<file path="config.mk">
export PLATFORM = sky130hd
export DESIGN_NAME = climb_rate_pi_controller
export DESIGN_NICKNAME = d
export VERILOG_FILES = /design/src/sv/crpi_pkg.sv /design/src/sv/crpi_cfg.sv /design/src/sv/crpi_mac.sv /design/src/sv/climb_rate_pi_controller.sv
export SDC_FILE = /design/constraint.sdc
export NUM_CORES = 2
export LEC_CHECK = 0
export ABC_AREA = 1
export BUFFER_PORTS_ARGS = -buffer_cell sky130_fd_sc_hd__buf_2
export CAP_MARGIN = 15
export CORE_UTILIZATION = 50
export CTS_BUF_LIST = sky130_fd_sc_hd__clkbuf_4
export CTS_CLUSTER_DIAMETER = 120
export DETAILED_ROUTE_END_ITERATION = 8
export PLACE_DENSITY_LB_ADDON = 0.08
export SLEW_MARGIN = 20
export SYNTH_ARGS = -nofsm -noshare
export SYNTH_HDL_FRONTEND = slang
export SYNTH_SLANG_ARGS = --single-unit
</file>
<file path="constraint.sdc">
create_clock -name clk -period 7.6 [get_ports clk]
set_clock_uncertainty 0.2 [all_clocks]
set_input_delay 1.14 -clock clk [delete_from_list [all_inputs] [get_ports clk]]
set_output_delay 1.14 -clock clk [all_outputs]
set_load 0.1 [all_outputs]
</file>
<file path="src/sv/crpi_pkg.sv">
// Climb-rate PI controller package: item and config types, widths, register
// indexes, reset values and the op word of the shared multiply-accumulate.
// No dependencies.
package crpi_pkg;

  localparam int TICK_W     = 16;
  localparam int ALT_W      = 25;
  localparam int Q15_W      = 16;
  localparam int GAIN_W     = 24;
  localparam int PERIOD_W   = 20;
  localparam int LIMIT_W    = 15;
  localparam int TIMER_W    = 22;
  localparam int RCHG_W     = 26;
  localparam int MAC_A_W    = 26;
  localparam int MAC_B_W    = 24;
  localparam int PROD_W     = MAC_A_W + MAC_B_W;
  localparam int ACC_W      = 60;
  localparam int CFG_IDX_W  = 3;
  localparam int CFG_DATA_W = 24;

  localparam int HALF_Q15    = 16384;
  localparam int FILT_SHIFT  = 3;
  localparam int RATE_SHIFT  = 2;
  localparam int DRV_SHIFT   = 9;
  localparam int SETP_SHIFT  = 15;

  localparam logic [PERIOD_W-1:0] CTRL_PERIOD_RST  = PERIOD_W'(18600);
  localparam logic [PERIOD_W-1:0] SMPL_PERIOD_RST  = PERIOD_W'(168000);
  localparam logic [PERIOD_W-1:0] SMPL_DELAY_RST   = PERIOD_W'(84000);
  localparam logic [LIMIT_W-1:0]  INTEG_LIMIT_RST  = LIMIT_W'(16384);

  localparam logic [CFG_IDX_W-1:0] REG_PROP_GAIN      = 3'd0;
  localparam logic [CFG_IDX_W-1:0] REG_DERIV_GAIN     = 3'd1;
  localparam logic [CFG_IDX_W-1:0] REG_INTEG_GAIN     = 3'd2;
  localparam logic [CFG_IDX_W-1:0] REG_STICK_SCALE    = 3'd3;
  localparam logic [CFG_IDX_W-1:0] REG_CONTROL_PERIOD = 3'd4;
  localparam logic [CFG_IDX_W-1:0] REG_SAMPLE_PERIOD  = 3'd5;
  localparam logic [CFG_IDX_W-1:0] REG_SAMPLE_DELAY   = 3'd6;
  localparam logic [CFG_IDX_W-1:0] REG_INTEG_LIMIT    = 3'd7;

  typedef struct packed {
    logic [TICK_W-1:0] tick_us;
    logic [ALT_W-1:0]  altitude_counts;
    logic [Q15_W-1:0]  stick;
    logic [Q15_W-1:0]  elevator_in;
  } tick_item_t;

  typedef struct packed {
    logic [Q15_W-1:0] elevator_out;
    logic [Q15_W-1:0] drive;
    logic             updated;
  } result_item_t;

  typedef struct packed {
    logic [GAIN_W-1:0]   prop_gain;
    logic [GAIN_W-1:0]   deriv_gain;
    logic [GAIN_W-1:0]   integ_gain;
    logic [GAIN_W-1:0]   stick_scale;
    logic [PERIOD_W-1:0] control_period;
    logic [PERIOD_W-1:0] sample_period;
    logic [PERIOD_W-1:0] sample_delay;
    logic [LIMIT_W-1:0]  integ_limit;
  } cfg_t;

  // one issue to the shared multiply-accumulate
  typedef struct packed {
    logic               issue;
    logic               clear;
    logic               sub;
    logic               shift;
    logic [MAC_A_W-1:0] a;
    logic [MAC_B_W-1:0] b;
  } mac_op_t;

endpackage

</file>
<file path="src/sv/crpi_cfg.sv">
// Climb-rate PI controller configuration registers.
// Depends on crpi_pkg.
module crpi_cfg (
  input  logic                             clk,
  input  logic                             rst,
  input  logic                             cfg_valid,
  output logic                             cfg_ready,
  input  logic [crpi_pkg::CFG_IDX_W-1:0]  cfg_index,
  input  logic [crpi_pkg::CFG_DATA_W-1:0] cfg_data,
  output crpi_pkg::cfg_t                   cfg
);
  import crpi_pkg::*;

  assign cfg_ready = 1'b1;

  always_ff @(posedge clk) begin
    if (rst) begin
      cfg.prop_gain      <= '0;
      cfg.deriv_gain     <= '0;
      cfg.integ_gain     <= '0;
      cfg.stick_scale    <= '0;
      cfg.control_period <= CTRL_PERIOD_RST;
      cfg.sample_period  <= SMPL_PERIOD_RST;
      cfg.sample_delay   <= SMPL_DELAY_RST;
      cfg.integ_limit    <= INTEG_LIMIT_RST;
    end else if (cfg_valid) begin
      unique case (cfg_index)
        REG_PROP_GAIN:      cfg.prop_gain      <= cfg_data[GAIN_W-1:0];
        REG_DERIV_GAIN:     cfg.deriv_gain     <= cfg_data[GAIN_W-1:0];
        REG_INTEG_GAIN:     cfg.integ_gain     <= cfg_data[GAIN_W-1:0];
        REG_STICK_SCALE:    cfg.stick_scale    <= cfg_data[GAIN_W-1:0];
        REG_CONTROL_PERIOD: cfg.control_period <= cfg_data[PERIOD_W-1:0];
        REG_SAMPLE_PERIOD:  cfg.sample_period  <= cfg_data[PERIOD_W-1:0];
        REG_SAMPLE_DELAY:   cfg.sample_delay   <= cfg_data[PERIOD_W-1:0];
        REG_INTEG_LIMIT:    cfg.integ_limit    <= cfg_data[LIMIT_W-1:0];
      endcase
    end
  end

endmodule

</file>
<file path="src/sv/crpi_mac.sv">
// Climb-rate PI controller shared signed multiply-accumulate.
// Registered product, then accumulate (optional <<8, add or subtract, clear).
// Depends on crpi_pkg.
module crpi_mac (
  input  logic                               clk,
  input  logic                               rst,
  input  crpi_pkg::mac_op_t                  op,
  output logic signed [crpi_pkg::PROD_W-1:0] prod,
  output logic signed [crpi_pkg::ACC_W-1:0]  acc,
  output logic                               busy
);
  import crpi_pkg::*;

  logic p_valid;
  logic p_clear;
  logic p_sub;
  logic p_shift;
  logic signed [ACC_W-1:0] term;
  logic signed [ACC_W-1:0] base;
  logic signed [ACC_W-1:0] acc_next;

  always_ff @(posedge clk) begin
    if (rst) begin
      p_valid <= 1'b0;
    end else begin
      p_valid <= op.issue;
    end
    prod    <= $signed(op.a) * $signed(op.b);
    p_clear <= op.clear;
    p_sub   <= op.sub;
    p_shift <= op.shift;
  end

  always_comb begin
    term = {{(ACC_W-PROD_W){prod[PROD_W-1]}}, prod};
    if (p_shift) begin
      term = term <<< 8;
    end
    base     = p_clear ? '0 : acc;
    acc_next = p_sub ? base - term : base + term;
  end

  always_ff @(posedge clk) begin
    if (p_valid) begin
      acc <= acc_next;
    end
  end

  assign busy = p_valid;

endmodule

</file>
<file path="src/sv/climb_rate_pi_controller.sv">
// Climb-rate PI controller with anti-windup, top level: timers, altitude filter,
// sequencer over the shared multiply-accumulate, result register.
// Depends on crpi_pkg, crpi_cfg, crpi_mac.
// Each item runs filter and timer steps; on a control update a setpoint product,
// four products and the drive clamp, then, unless it clamped, two integrator
// products and the integrator update; the result step waits for a free result
// register. Accepts only when idle; a waiting result does not block accept.
// Reset (synchronous): loop state zero, config to defaults, no result pending.
module climb_rate_pi_controller (
  input  logic                             clk,
  input  logic                             rst,
  input  logic                             tick_valid,
  output logic                             tick_ready,
  input  crpi_pkg::tick_item_t             tick_item,
  output logic                             result_valid,
  input  logic                             result_ready,
  output crpi_pkg::result_item_t           result_item,
  input  logic                             cfg_valid,
  output logic                             cfg_ready,
  input  logic [crpi_pkg::CFG_IDX_W-1:0]  cfg_index,
  input  logic [crpi_pkg::CFG_DATA_W-1:0] cfg_data
);
  import crpi_pkg::*;

  localparam int DRV_W = ACC_W - DRV_SHIFT;
  localparam logic signed [DRV_W-1:0] DRV_MAX = DRV_W'(HALF_Q15);
  localparam logic signed [DRV_W-1:0] DRV_MIN = -DRV_MAX;
  localparam logic signed [TIMER_W-1:0] TIMER_MIN = {1'b1, {(TIMER_W-1){1'b0}}};
  localparam logic signed [ALT_W-1:0] ALT_MAX = {1'b0, {(ALT_W-1){1'b1}}};
  localparam logic signed [ALT_W-1:0] ALT_MIN = {1'b1, {(ALT_W-1){1'b0}}};
  localparam logic signed [Q15_W-1:0] Q15_MAX = {1'b0, {(Q15_W-1){1'b1}}};
  localparam logic signed [Q15_W-1:0] Q15_MIN = {1'b1, {(Q15_W-1){1'b0}}};
  localparam logic [MAC_B_W-1:0] INTEG_SCALE = MAC_B_W'(1 << DRV_SHIFT);

  typedef enum logic [15:0] {
    S_IDLE = 16'h0001,
    S_FILT = 16'h0002,
    S_TIME = 16'h0004,
    S_SETP = 16'h0008,
    S_SCAP = 16'h0010,
    S_P0   = 16'h0020,
    S_P1   = 16'h0040,
    S_P2   = 16'h0080,
    S_P3   = 16'h0100,
    S_ACCW = 16'h0200,
    S_DRV  = 16'h0400,
    S_I0   = 16'h0800,
    S_I1   = 16'h1000,
    S_IW   = 16'h2000,
    S_INTG = 16'h4000,
    S_FIN  = 16'h8000
  } state_t;

  state_t state;
  state_t state_next;

  cfg_t    cfg;
  mac_op_t mop;
  logic signed [PROD_W-1:0] prod;
  logic signed [ACC_W-1:0]  acc;
  logic                     mac_busy;

  tick_item_t item;
  logic signed [TIMER_W-1:0] delay_timer;
  logic signed [TIMER_W-1:0] sample_timer;
  logic signed [TIMER_W-1:0] control_timer;
  logic signed [ALT_W-1:0]   alt_latched;
  logic signed [ALT_W-1:0]   alt_filtered;
  logic signed [ALT_W-1:0]   alt_previous;
  logic signed [ALT_W-1:0]   rate_filtered;
  logic signed [ALT_W-1:0]   rate_raw;
  logic signed [RCHG_W-1:0]  rate_change;
  logic signed [Q15_W-1:0]   integrator;
  logic signed [Q15_W-1:0]   last_drive;
  logic                      primed;
  logic                      updated;
  logic signed [ALT_W-1:0]   setp;

  crpi_cfg u_cfg (
    .clk       (clk),
    .rst       (rst),
    .cfg_valid (cfg_valid),
    .cfg_ready (cfg_ready),
    .cfg_index (cfg_index),
    .cfg_data  (cfg_data),
    .cfg       (cfg)
  );

  crpi_mac u_mac (
    .clk  (clk),
    .rst  (rst),
    .op   (mop),
    .prod (prod),
    .acc  (acc),
    .busy (mac_busy)
  );

  assign tick_ready = (state == S_IDLE);

  // dead time and filter
  logic signed [TIMER_W:0]  tick_ext;
  logic signed [TIMER_W:0]  dt_dec;
  logic                     dt_run;
  logic signed [ALT_W:0]    flt_diff;
  logic signed [ALT_W-1:0]  rate_new;
  logic signed [ALT_W-1:0]  af_new;
  logic signed [RCHG_W-1:0] rc_new;
  logic signed [ALT_W:0]    raw_full;
  logic signed [ALT_W-1:0]  raw_sat;

  always_comb begin
    tick_ext = {{(TIMER_W+1-TICK_W){1'b0}}, item.tick_us};
    dt_dec   = {delay_timer[TIMER_W-1], delay_timer} - tick_ext;
    dt_run   = !delay_timer[TIMER_W-1] && (delay_timer != '0);
    flt_diff = $signed({alt_latched[ALT_W-1], alt_latched}
               - {alt_filtered[ALT_W-1], alt_filtered}) >>> FILT_SHIFT;
    rate_new = {flt_diff[ALT_W-1:RATE_SHIFT], {RATE_SHIFT{1'b0}}};
    af_new   = alt_filtered + flt_diff[ALT_W-1:0];
    rc_new   = {rate_new[ALT_W-1], rate_new} - {rate_filtered[ALT_W-1], rate_filtered};
    raw_full = {alt_latched[ALT_W-1], alt_latched}
             - {alt_previous[ALT_W-1], alt_previous};
    if (raw_full[ALT_W] != raw_full[ALT_W-1]) begin
      raw_sat = raw_full[ALT_W] ? ALT_MIN : ALT_MAX;
    end else begin
      raw_sat = raw_full[ALT_W-1:0];
    end
  end

  // sample and control timers
  logic signed [TIMER_W:0]   st_dec;
  logic signed [TIMER_W:0]   ct_dec;
  logic signed [TIMER_W-1:0] st_sat;
  logic signed [TIMER_W-1:0] ct_sat;
  logic                      st_fire;
  logic                      ct_fire;

  always_comb begin
    st_dec  = {sample_timer[TIMER_W-1], sample_timer} - tick_ext;
    ct_dec  = {control_timer[TIMER_W-1], control_timer} - tick_ext;
    st_sat  = (st_dec[TIMER_W:TIMER_W-1] == 2'b10) ? TIMER_MIN : st_dec[TIMER_W-1:0];
    ct_sat  = (ct_dec[TIMER_W:TIMER_W-1] == 2'b10) ? TIMER_MIN : ct_dec[TIMER_W-1:0];
    st_fire = st_sat[TIMER_W-1];
    ct_fire = ct_sat[TIMER_W-1];
  end

  // drive and integrator
  logic signed [DRV_W-1:0] drv_full;
  logic                    drv_hi;
  logic                    drv_lo;
  logic signed [DRV_W-1:0] int_sum;
  logic signed [DRV_W-1:0] lim_pos;
  logic signed [DRV_W-1:0] lim_neg;
  logic signed [Q15_W:0]   elev_sum;
  logic signed [Q15_W-1:0] elev_sat;
  logic                    out_free;

  always_comb begin
    drv_full = acc[ACC_W-1:DRV_SHIFT];
    drv_hi   = drv_full > DRV_MAX;
    drv_lo   = drv_full < DRV_MIN;
    int_sum  = drv_full + {{(DRV_W-Q15_W){integrator[Q15_W-1]}}, integrator};
    lim_pos  = {{(DRV_W-LIMIT_W){1'b0}}, cfg.integ_limit};
    lim_neg  = -lim_pos;
    elev_sum = {item.elevator_in[Q15_W-1], item.elevator_in}
             + {last_drive[Q15_W-1], last_drive};
    if (elev_sum[Q15_W] != elev_sum[Q15_W-1]) begin
      elev_sat = elev_sum[Q15_W] ? Q15_MIN : Q15_MAX;
    end else begin
      elev_sat = elev_sum[Q15_W-1:0];
    end
    out_free = !result_valid || result_ready;
  end

  // multiply sequence
  always_comb begin
    mop = '0;
    unique case (state)
      S_SETP: begin
        mop.issue = 1'b1;
        mop.a     = {{(MAC_A_W-Q15_W){item.stick[Q15_W-1]}}, item.stick};
        mop.b     = cfg.stick_scale;
      end
      S_P0: begin
        mop.issue = 1'b1;
        mop.clear = 1'b1;
        mop.a     = {setp[ALT_W-1], setp};
        mop.b     = cfg.prop_gain;
      end
      S_P1: begin
        mop.issue = 1'b1;
        mop.sub   = 1'b1;
        mop.shift = 1'b1;
        mop.a     = {rate_filtered[ALT_W-1], rate_filtered};
        mop.b     = cfg.prop_gain;
      end
      S_P2: begin
        mop.issue = 1'b1;
        mop.shift = 1'b1;
        mop.a     = rate_change;
        mop.b     = cfg.deriv_gain;
      end
      S_P3: begin
        mop.issue = 1'b1;
        mop.a     = {{(MAC_A_W-Q15_W){integrator[Q15_W-1]}}, integrator};
        mop.b     = INTEG_SCALE;
      end
      S_I0: begin
        mop.issue = 1'b1;
        mop.clear = 1'b1;
        mop.a     = {setp[ALT_W-1], setp};
        mop.b     = cfg.integ_gain;
      end
      S_I1: begin
        mop.issue = 1'b1;
        mop.sub   = 1'b1;
        mop.shift = 1'b1;
        mop.a     = {rate_raw[ALT_W-1], rate_raw};
        mop.b     = cfg.integ_gain;
      end
      default: begin
      end
    endcase
  end

  always_comb begin
    state_next = state;
    unique case (state)
      S_IDLE: if (tick_valid) state_next = S_FILT;
      S_FILT: state_next = S_TIME;
      S_TIME: state_next = ct_fire ? S_SETP : S_FIN;
      S_SETP: state_next = S_SCAP;
      S_SCAP: state_next = S_P0;
      S_P0:   state_next = S_P1;
      S_P1:   state_next = S_P2;
      S_P2:   state_next = S_P3;
      S_P3:   state_next = S_ACCW;
      S_ACCW: state_next = S_DRV;
      S_DRV:  state_next = (drv_hi || drv_lo) ? S_FIN : S_I0;
      S_I0:   state_next = S_I1;
      S_I1:   state_next = S_IW;
      S_IW:   state_next = S_INTG;
      S_INTG: state_next = S_FIN;
      S_FIN:  if (out_free) state_next = S_IDLE;
      default: state_next = S_IDLE;
    endcase
  end

  always_ff @(posedge clk) begin
    if (rst) begin
      state         <= S_IDLE;
      delay_timer   <= '0;
      sample_timer  <= '0;
      control_timer <= '0;
      alt_latched   <= '0;
      alt_filtered  <= '0;
      alt_previous  <= '0;
      rate_filtered <= '0;
      rate_raw      <= '0;
      rate_change   <= '0;
      integrator    <= '0;
      last_drive    <= '0;
      primed        <= 1'b0;
      updated       <= 1'b0;
      result_valid  <= 1'b0;
    end else begin
      state <= state_next;
      if (state == S_FILT && dt_run) begin
        delay_timer <= dt_dec[TIMER_W-1:0];
        if (dt_dec[TIMER_W]) begin
          if (primed) begin
            alt_filtered  <= af_new;
            rate_change   <= rc_new;
            rate_filtered <= rate_new;
            rate_raw      <= raw_sat;
            alt_previous  <= alt_latched;
          end else begin
            primed       <= 1'b1;
            alt_filtered <= alt_latched;
            alt_previous <= alt_latched;
          end
        end
      end
      if (state == S_TIME) begin
        sample_timer  <= st_fire ? st_sat + {2'b00, cfg.sample_period} : st_sat;
        control_timer <= ct_fire ? ct_sat + {2'b00, cfg.control_period} : ct_sat;
        updated       <= ct_fire;
        if (st_fire) begin
          delay_timer <= {2'b00, cfg.sample_delay};
          alt_latched <= item.altitude_counts;
        end
      end
      if (state == S_DRV) begin
        priority if (drv_hi) begin
          last_drive <= DRV_MAX[Q15_W-1:0];
        end else if (drv_lo) begin
          last_drive <= DRV_MIN[Q15_W-1:0];
        end else begin
          last_drive <= drv_full[Q15_W-1:0];
        end
      end
      if (state == S_INTG) begin
        priority if (int_sum > lim_pos) begin
          integrator <= lim_pos[Q15_W-1:0];
        end else if (int_sum < lim_neg) begin
          integrator <= lim_neg[Q15_W-1:0];
        end else begin
          integrator <= int_sum[Q15_W-1:0];
        end
      end
      if (state == S_FIN && out_free) begin
        result_valid <= 1'b1;
      end else if (result_ready) begin
        result_valid <= 1'b0;
      end
    end
  end

  always_ff @(posedge clk) begin
    if (tick_valid && tick_ready) begin
      item <= tick_item;
    end
    if (state == S_SCAP) begin
      setp <= prod[SETP_SHIFT+ALT_W-1:SETP_SHIFT];
    end
    if (state == S_FIN && out_free) begin
      result_item.elevator_out <= elev_sat;
      result_item.drive        <= last_drive;
      result_item.updated      <= updated;
    end
  end

  a_busy_after_accept: assert property (@(posedge clk) disable iff (rst)
    (tick_valid && tick_ready) |=> !tick_ready)
    else $error("accepted an item while one is in flight");

  a_mac_drained: assert property (@(posedge clk) disable iff (rst)
    (state == S_DRV || state == S_INTG) |-> !mac_busy)
    else $error("accumulator read before the last product was added");

  a_drive_range: assert property (@(posedge clk) disable iff (rst)
    result_valid |-> ($signed(result_item.drive) <= $signed(DRV_MAX[Q15_W-1:0])
                   && $signed(result_item.drive) >= $signed(DRV_MIN[Q15_W-1:0])))
    else $error("drive outside half scale");

  a_result_from_fin: assert property (@(posedge clk) disable iff (rst)
    $rose(result_valid) |-> $past(state == S_FIN))
    else $error("result raised outside the final step");

endmodule

</file>
## Yosys cells after proc, flatten, opt, wreduce, memory -nomap -nowiden

Index checks and enable logic that the tools add are counted.

| storage, ports and cells | value |
|---|---|
| bits in registers | 680 |
| bits in latches | 0 |
| RAM bits | 0 |
| bits in read-only memories | 0 |
| input bits | 105 |
| output and inout bits | 36 |
| word-level logic and storage cells | 143 |
| memories kept | 0 |

| operators by class | value |
|---|---|
| add/sub/neg operators | 14 |
| multipliers | 1 |
| divide/modulo/power cells | 0 |
| $lt $le $gt $ge | 4 |
| equality and inequality tests | 29 |
| shift operators | 0 |
| multiplexer cells | 31 |
| bitwise gates (word level) | 0 |
| reductions and logical operators | 27 |

Operator list:

| operator | count |
|---|---|
| $pmux W50 S7 | 1 |
| $pmux W16 S16 | 1 |
| $mux W16 | 10 |
| $mux W22 | 7 |
| $mux W60 | 2 |
| $mux W25 | 3 |
| $sub A22 B17 Y23 | 3 |
| $add A60 B58 Y60 | 1 |
| $sub A60 B58 Y60 | 1 |
| $mux W57 | 1 |
| $sub A25 B25 Y26 | 2 |
| $add A51 B51 Y51 | 1 |
| $gt A51 B16 Y1 | 1 |
| $gt A51 B16 Y1 const B | 1 |
| $lt A51 B15 Y1 const B | 1 |
| $lt A51 B51 Y1 | 1 |
| $neg A15 Y51 | 1 |
| $mul A26 B24 Y50 | 1 |
| $add A22 B20 Y22 | 2 |
| $add A25 B25 Y25 | 1 |
| $sub A23 B23 Y24 | 1 |
| $reduce_and A2 Y1 | 11 |
| $reduce_bool A22 Y1 | 1 |
| $add A16 B16 Y17 | 1 |
| other kinds (32) | 50 |

## Logic depth before layout (Yosys ltp)

| depth | value |
|---|---|
| depth in word-level cells | 6 |
| depth in mapped cells | 42 |

## Hierarchy

From an unflattened synthesis, not the netlist that was laid out.

| second synthesis, totals | value |
|---|---|
| cell total of the unflattened synthesis | 10444 |
| area, all modules | 73384.1 um^2 |

Modules (own cells, without submodules):

| module | instances | cells an instance | area an instance (um^2) |
|---|---|---|---|
| crpi_mac | 1 | 4764 | 34489.3 |
| climb_rate_pi_controller | 1 | 4721 | 32194.6 |
| crpi_cfg | 1 | 959 | 6700.2 |

## Worst setup path after synthesis

OpenSTA, ideal clock, no wires.

| timing path | value |
|---|---|
| path kind | register to register |
| from | register state[8] |
| to | register u_mac.prod[47] in the netlist's numbering |
| setup time | 0.125 ns |
| arrival | 8.024 ns |
| setup slack | -0.749 ns |
| cell stages (with the launch flop) | 36 |
| clock period less this slack | 8.349 ns |
| cell sequence | dfxtp_1 -> nor2_4 -> nand2_2 -> nor2_4 -> nand2_2 -> nor4_4 -> inv_2 -> o21ai_4 -> a21oi_1 -> a21boi_1 -> and2_1 -> buf_2 -> clkinv_2 -> buf_6 -> nand2_1 -> fa_1 -> inv_1 -> fa_1 -> inv_1 -> fa_1 -> inv_1 -> fa_1 -> fa_1 -> fa_1 -> inv_1 -> fa_1 -> inv_1 -> ha_1 -> nand2_1 -> nor2_1 -> inv_1 -> nor4_1 -> nand3_1 -> nand3_1 -> a31oi_1 -> xor2_1 |

| on the way | value |
|---|---|
| word-level cells in the longest chain between the ends | 3 |

RTL lines:

| item | RTL line | RTL |
|---|---|---|
| start: declaration | climb_rate_pi_controller.sv:54 | `state_t state;` |
| start signal: assignment | climb_rate_pi_controller.sv:266 | `state <= state_next;` |
| $eq A16 B13 Y1 (tied with other cells) | climb_rate_pi_controller.sv:177 | `unique case (state)` |
| $pmux W50 S7 (*) | climb_rate_pi_controller.sv:177 |  |
| $mul A26 B24 Y50 (*) | crpi_mac.sv:28 | `prod <= $signed(op.a) * $signed(op.b);` |
| end signal: assignment | crpi_mac.sv:28 |  |
| end: declaration | crpi_mac.sv:8 | `output logic signed [crpi_pkg::PROD_W-1:0] prod,` |

Mark *: on every way between the ends. The rest lies on a longest branch, timed or not.
A chain may end at the register's enable or synchronous reset.

## Worst setup path in the final report

| timing path | value |
|---|---|
| from | register state[10] |
| to | register u_mac.prod[42] in the netlist's numbering |

The elaborated chain is that of the path after synthesis.

==> run_results.csv <==
group,metric,value,unit
min_path,hold_class,"in2reg",
outcome,status,"complete, but fails checks",
synth,ys_ff_latch,676,
drt,post_drt_wl_per_cell,19.68,um
critical_path,critPathLaunch,"state[10]",
global_route,grtUsageTotal,34.20,%
synth,avgSynthCellArea,7.333,um^2
min_path,hold_start,"tick_valid",
power,p_int,5847,uW
timing,setup_slack,-0.5526,ns
floorplanning,rows,136,
timing,finalHoldViolCount,0,
floorplanning,start_util,50.54,%
critical_path,path_common_cell,"fa_1",
timing,final.setup.tns,-10.46,ns
global_route,antenna_found_initial,18,
drt,postRouteAntennaNets,0,
drt,drtPass1Iterations,8,
timing,worst_slew_pin_slew,1.091,ns
power,clkPwrFrac,42.0,%
clock_network,numClockSinks,676,
placement,placement.io_buffers,139,
critical_path,cp_num_buf_inv,12,
drt,drc_errors,0,
power,power_density,101.1,nW/um^2
synth,synthCells,9500,
clock_network,htreeDepth,4,
drt,routed_wl,241200,um
floorplanning,fp.dieArea,140800,um^2
critical_path,rr_startpoint,"state[10]",
outcome,failed_checks,"setup timing",
critical_path,cp_top_family,"adder cells",
critical_path,cp-end-kind,"register",
finish,final_design_area_no_fill,83190,um^2
flow_run,maxCapViolCount,0,
global_route,grt.overflow.total,0,
power,swShare,30.45,%
synth,ys_seq_area_share,22.17,%
floorplanning,core_area,137800,um^2
floorplanning,ios,141,
synth,synth_flop_cell,"dfxtp_1",
timing,fin_crit,8.153,ns
synth,synthesis.nets,10764,
timing,slew_violations,0,
timing,rsz0062_at_grt,"yes",
clock_network,clk_latency,1.27,ns
critical_path,crit_required,8.47,ns
synth,synth_edf_count,191,
floorplanning,die_h,375.3,um
power,p_leak,0.04145,uW
finish,fin_nets,11558,
drt,drt_iter0_markers,5232,
timing,max_slew_margin,26.60,%
synth,yosys_warnings,0,
clock_network,cts_buffers,190,
drt,via_per_inst,5.368,
critical_path,slowest_stage,"fa_1",
timing,min_period_over_period,107.3,%
critical_path,critical_path_arrival,9.03,ns
synth,synth_cell_type_count,73,
critical_path,slowest_delay,0.57,ns
power,total_power,8407,uW
placement,gp_congestion,1.015,
timing,fmax,0.1227,GHz
critical_path,startpoint_type,"register",
finish,num-fill-cells,12980,
global_route,first_global_vias,65217,
global_route,grt_max_degree,216,
placement,place_area,76640,um^2
drt,vias,65794,
critical_path,path_class,"reg2reg",
power,power_frac_comb,12.6,%
global_route,grt_pass1_wl,372200,um
clock_network,root_buffer,"clkbuf_4",
clock_network,cts.path.max_buffers,3,
critical_path,critPathMaxFanout,12,
power,switching_power,2560,uW
clock_network,clk_pin_slew,0.07,ns
finish,drive_gt1_share,15.11,%
floorplanning,dieWidth,375.3,um
placement,dp_slack,-0.8627,ns
timing,setup_viol,31,
power,ir_drop,0.1679,mV
synth,synthArstFlopShare,0,%
placement,dp_hpwl,194500,um
clock_network,cts_tree,"done",
finish,area_growth_syn_to_layout,19.41,%
power,p_seq_share,45.4,%
synth,syn_area,69670,um^2
## worst reg2reg max path: cells and delay by family (launching register included)
family | cells | cell delay [ns]
AOI/OAI and AO/OA | 8 | 1.24
xor gates and xnor gates | 1 | 0.12
adders and majority gates | 8 | 3.88
buffers and inverters | 12 | 1.36
DFF | 1 | 0.35
and+or+nand+nor | 11 | 0.84
## through the flow
stage	cells	hold slack (ns)	utilization, %
after floorplan	9500	0.2030	-
after global placement	11707	0.2092	55.61
after detailed placement	11707	0.2139	55.61
after CTS	12198	0.03729	59.17
after global routing	12249	0.04489	60.34
final	12256	0.1046	60.36
## cell usage after synthesis (all sizes together) (3+ instances only)
cell type / instances / area [um^2]
o211ai: 57 / 427.9
o31ai: 11 / 82.58
a311oi: 4 / 35.03
o2111ai: 16 / 165.2
nor2: 987 / 3790
nand2: 2112 / 7960
a21oi: 686 / 3452
o21ai: 536 / 2716
o21a: 26 / 195.2
buf: 121 / 646.9
mux2i: 3 / 30.03
o221ai: 40 / 350.3
and3: 7 / 43.79
clkinv: 16 / 61.30
xnor2: 139 / 1217
a21boi: 12 / 90.08
a21o: 26 / 195.2
nand3b: 14 / 105.1
ha: 511 / 6394
nand3: 207 / 1091
o21bai: 19 / 142.6
a31oi: 75 / 469.2
a22oi: 3 / 22.52
nor3: 83 / 446.7
xor2: 217 / 1901
or2: 10 / 62.56
a221oi: 23 / 201.4
o22ai: 7 / 43.79
inv: 1852 / 6952
nor3b: 4 / 30.03
and2: 6 / 37.54
edfxtp: 191 / 5736
fa: 648 / 12970
clkbuf: 161 / 604.3
nand4: 99 / 625.6
dfxtp: 485 / 9709
nor4: 42 / 296.5
a211oi: 27 / 212.7
## metal layers
| metal | part of all wire, % | up-vias | GRT usage [%] |
|---|---|---|---|
| li1 | - | 31654 | - |
| met1 | 44 | 31453 | 46.24 |
| met2 | 45 | 2229 | 55.00 |
| met3 | 6.9 | 458 | 5.302 |
| met4 | 3.8 | 0 | 13.10 |
| met5 | 0 | - | 0 |
## flip-flops by register name, indices dropped and copies added, names as in the netlist, 16 cells and up
name / cells
last_drive: 16
u_mac.acc: 60
alt_filtered: 25
u_cfg.cfg: 171
result_item: 33
item: 73
u_mac.prod: 50
integrator: 16
rate_change: 22
alt_latched: 25
rate_raw: 25
setp: 25
sample_timer: 22
control_timer: 22
rate_filtered: 21
alt_previous: 25
delay_timer: 22
state: 16
## power by group through the flow
| stage | Sequential [uW] | Clock (uW) | Combinational [uW] |
|---|---|---|---|
| 2_1_floorplan | 3870 | 0 | 699 |
| 3_3_place_gp | 3890 | 0 | 983 |
| 3_5_place_dp | 3890 | 0 | 996 |
| 4_1_cts | 3810 | 3600 | 1040 |
| 5_1_grt | 3820 | 3800 | 1170 |
| 6_report | 3810 | 3530 | 1060 |
## cells by family (layout without fill, tap and decap cells)
kind of cell | after synthesis | in the layout | synth area share, %
buffers and inverters | 2150 | 3097 | 11.86
XOR/XNOR | 356 | 356 | 4.476
AND/OR/NAND/NOR | 3571 | 3571 | 20.80
other | 1 | 16 | 0.005383
adder cells (fa/ha/maj) | 1159 | 1159 | 27.80
AO/OA/AOI/OAI | 1584 | 1584 | 12.85
flip-flops | 676 | 676 | 22.17
multiplexers | 3 | 3 | 0.04311
## layout make-up
class                      instances  area [um^2]  area share (%)
multi-input combinational       6674        48000           57.70
timing repair buffer             883         7864           9.453
tap                             1794         2245           2.698
antenna                           15        37.54         0.04512
timing repair inverter             1        7.507        0.009024
clock inverter                    78        494.2          0.5941
sequential                       676        15460           18.59
clock buffer                     267         2004           2.409
inverter                        1868         7072           8.501
## path summary, 6_finish.rpt
path	to	cells after the start	slack, ns
max	u_mac.prod[42]	40	-0.55
min reg2reg	setp[21]	0	0.24
min	state[1]	3	0.10
max reg2reg	u_mac.prod[42]	40	-0.55
## what timing repair did
item / CTS / global route
pin swaps: 100 / 105
cloned: 4 / 3
endpoints found under the hold margin: 85 / 0
endpoints found under the setup margin: 35 / 37
setup buffers: 67 / 48
resized for setup: 234 / 293
hold buffers: 77 / 0
## cells in the final DEF, fill, tap and decap left out, types with 31 or more instances in the layout
cell type / synthesis / layout
clkinv_1: 15 / 64
dfxtp_1: 485 / 470
o211ai_1: 57 / 57
edfxtp_1: 191 / 191
inv_2: 19 / 76
clkbuf_4: 0 / 267
fa_2: 0 / 33
nand3_1: 196 / 193
a31oi_1: 75 / 63
dlygate4sd3_1: 0 / 77
buf_4: 5 / 519
nor3_1: 78 / 77
inv_1: 1833 / 1763
ha_4: 0 / 31
nor4_1: 38 / 36
buf_6: 6 / 51
ha_1: 511 / 476
fa_1: 648 / 615
nand2_2: 13 / 57
a21oi_1: 681 / 637
xor2_1: 217 / 213
buf_2: 103 / 138
nand2_1: 2099 / 2041
xnor2_1: 139 / 132
o21ai_0: 516 / 497
a21oi_2: 5 / 39
nand4_1: 98 / 98
nor2_1: 969 / 937
buf_12: 0 / 76
Note: power is estimated with default switching activity, not from simulation.
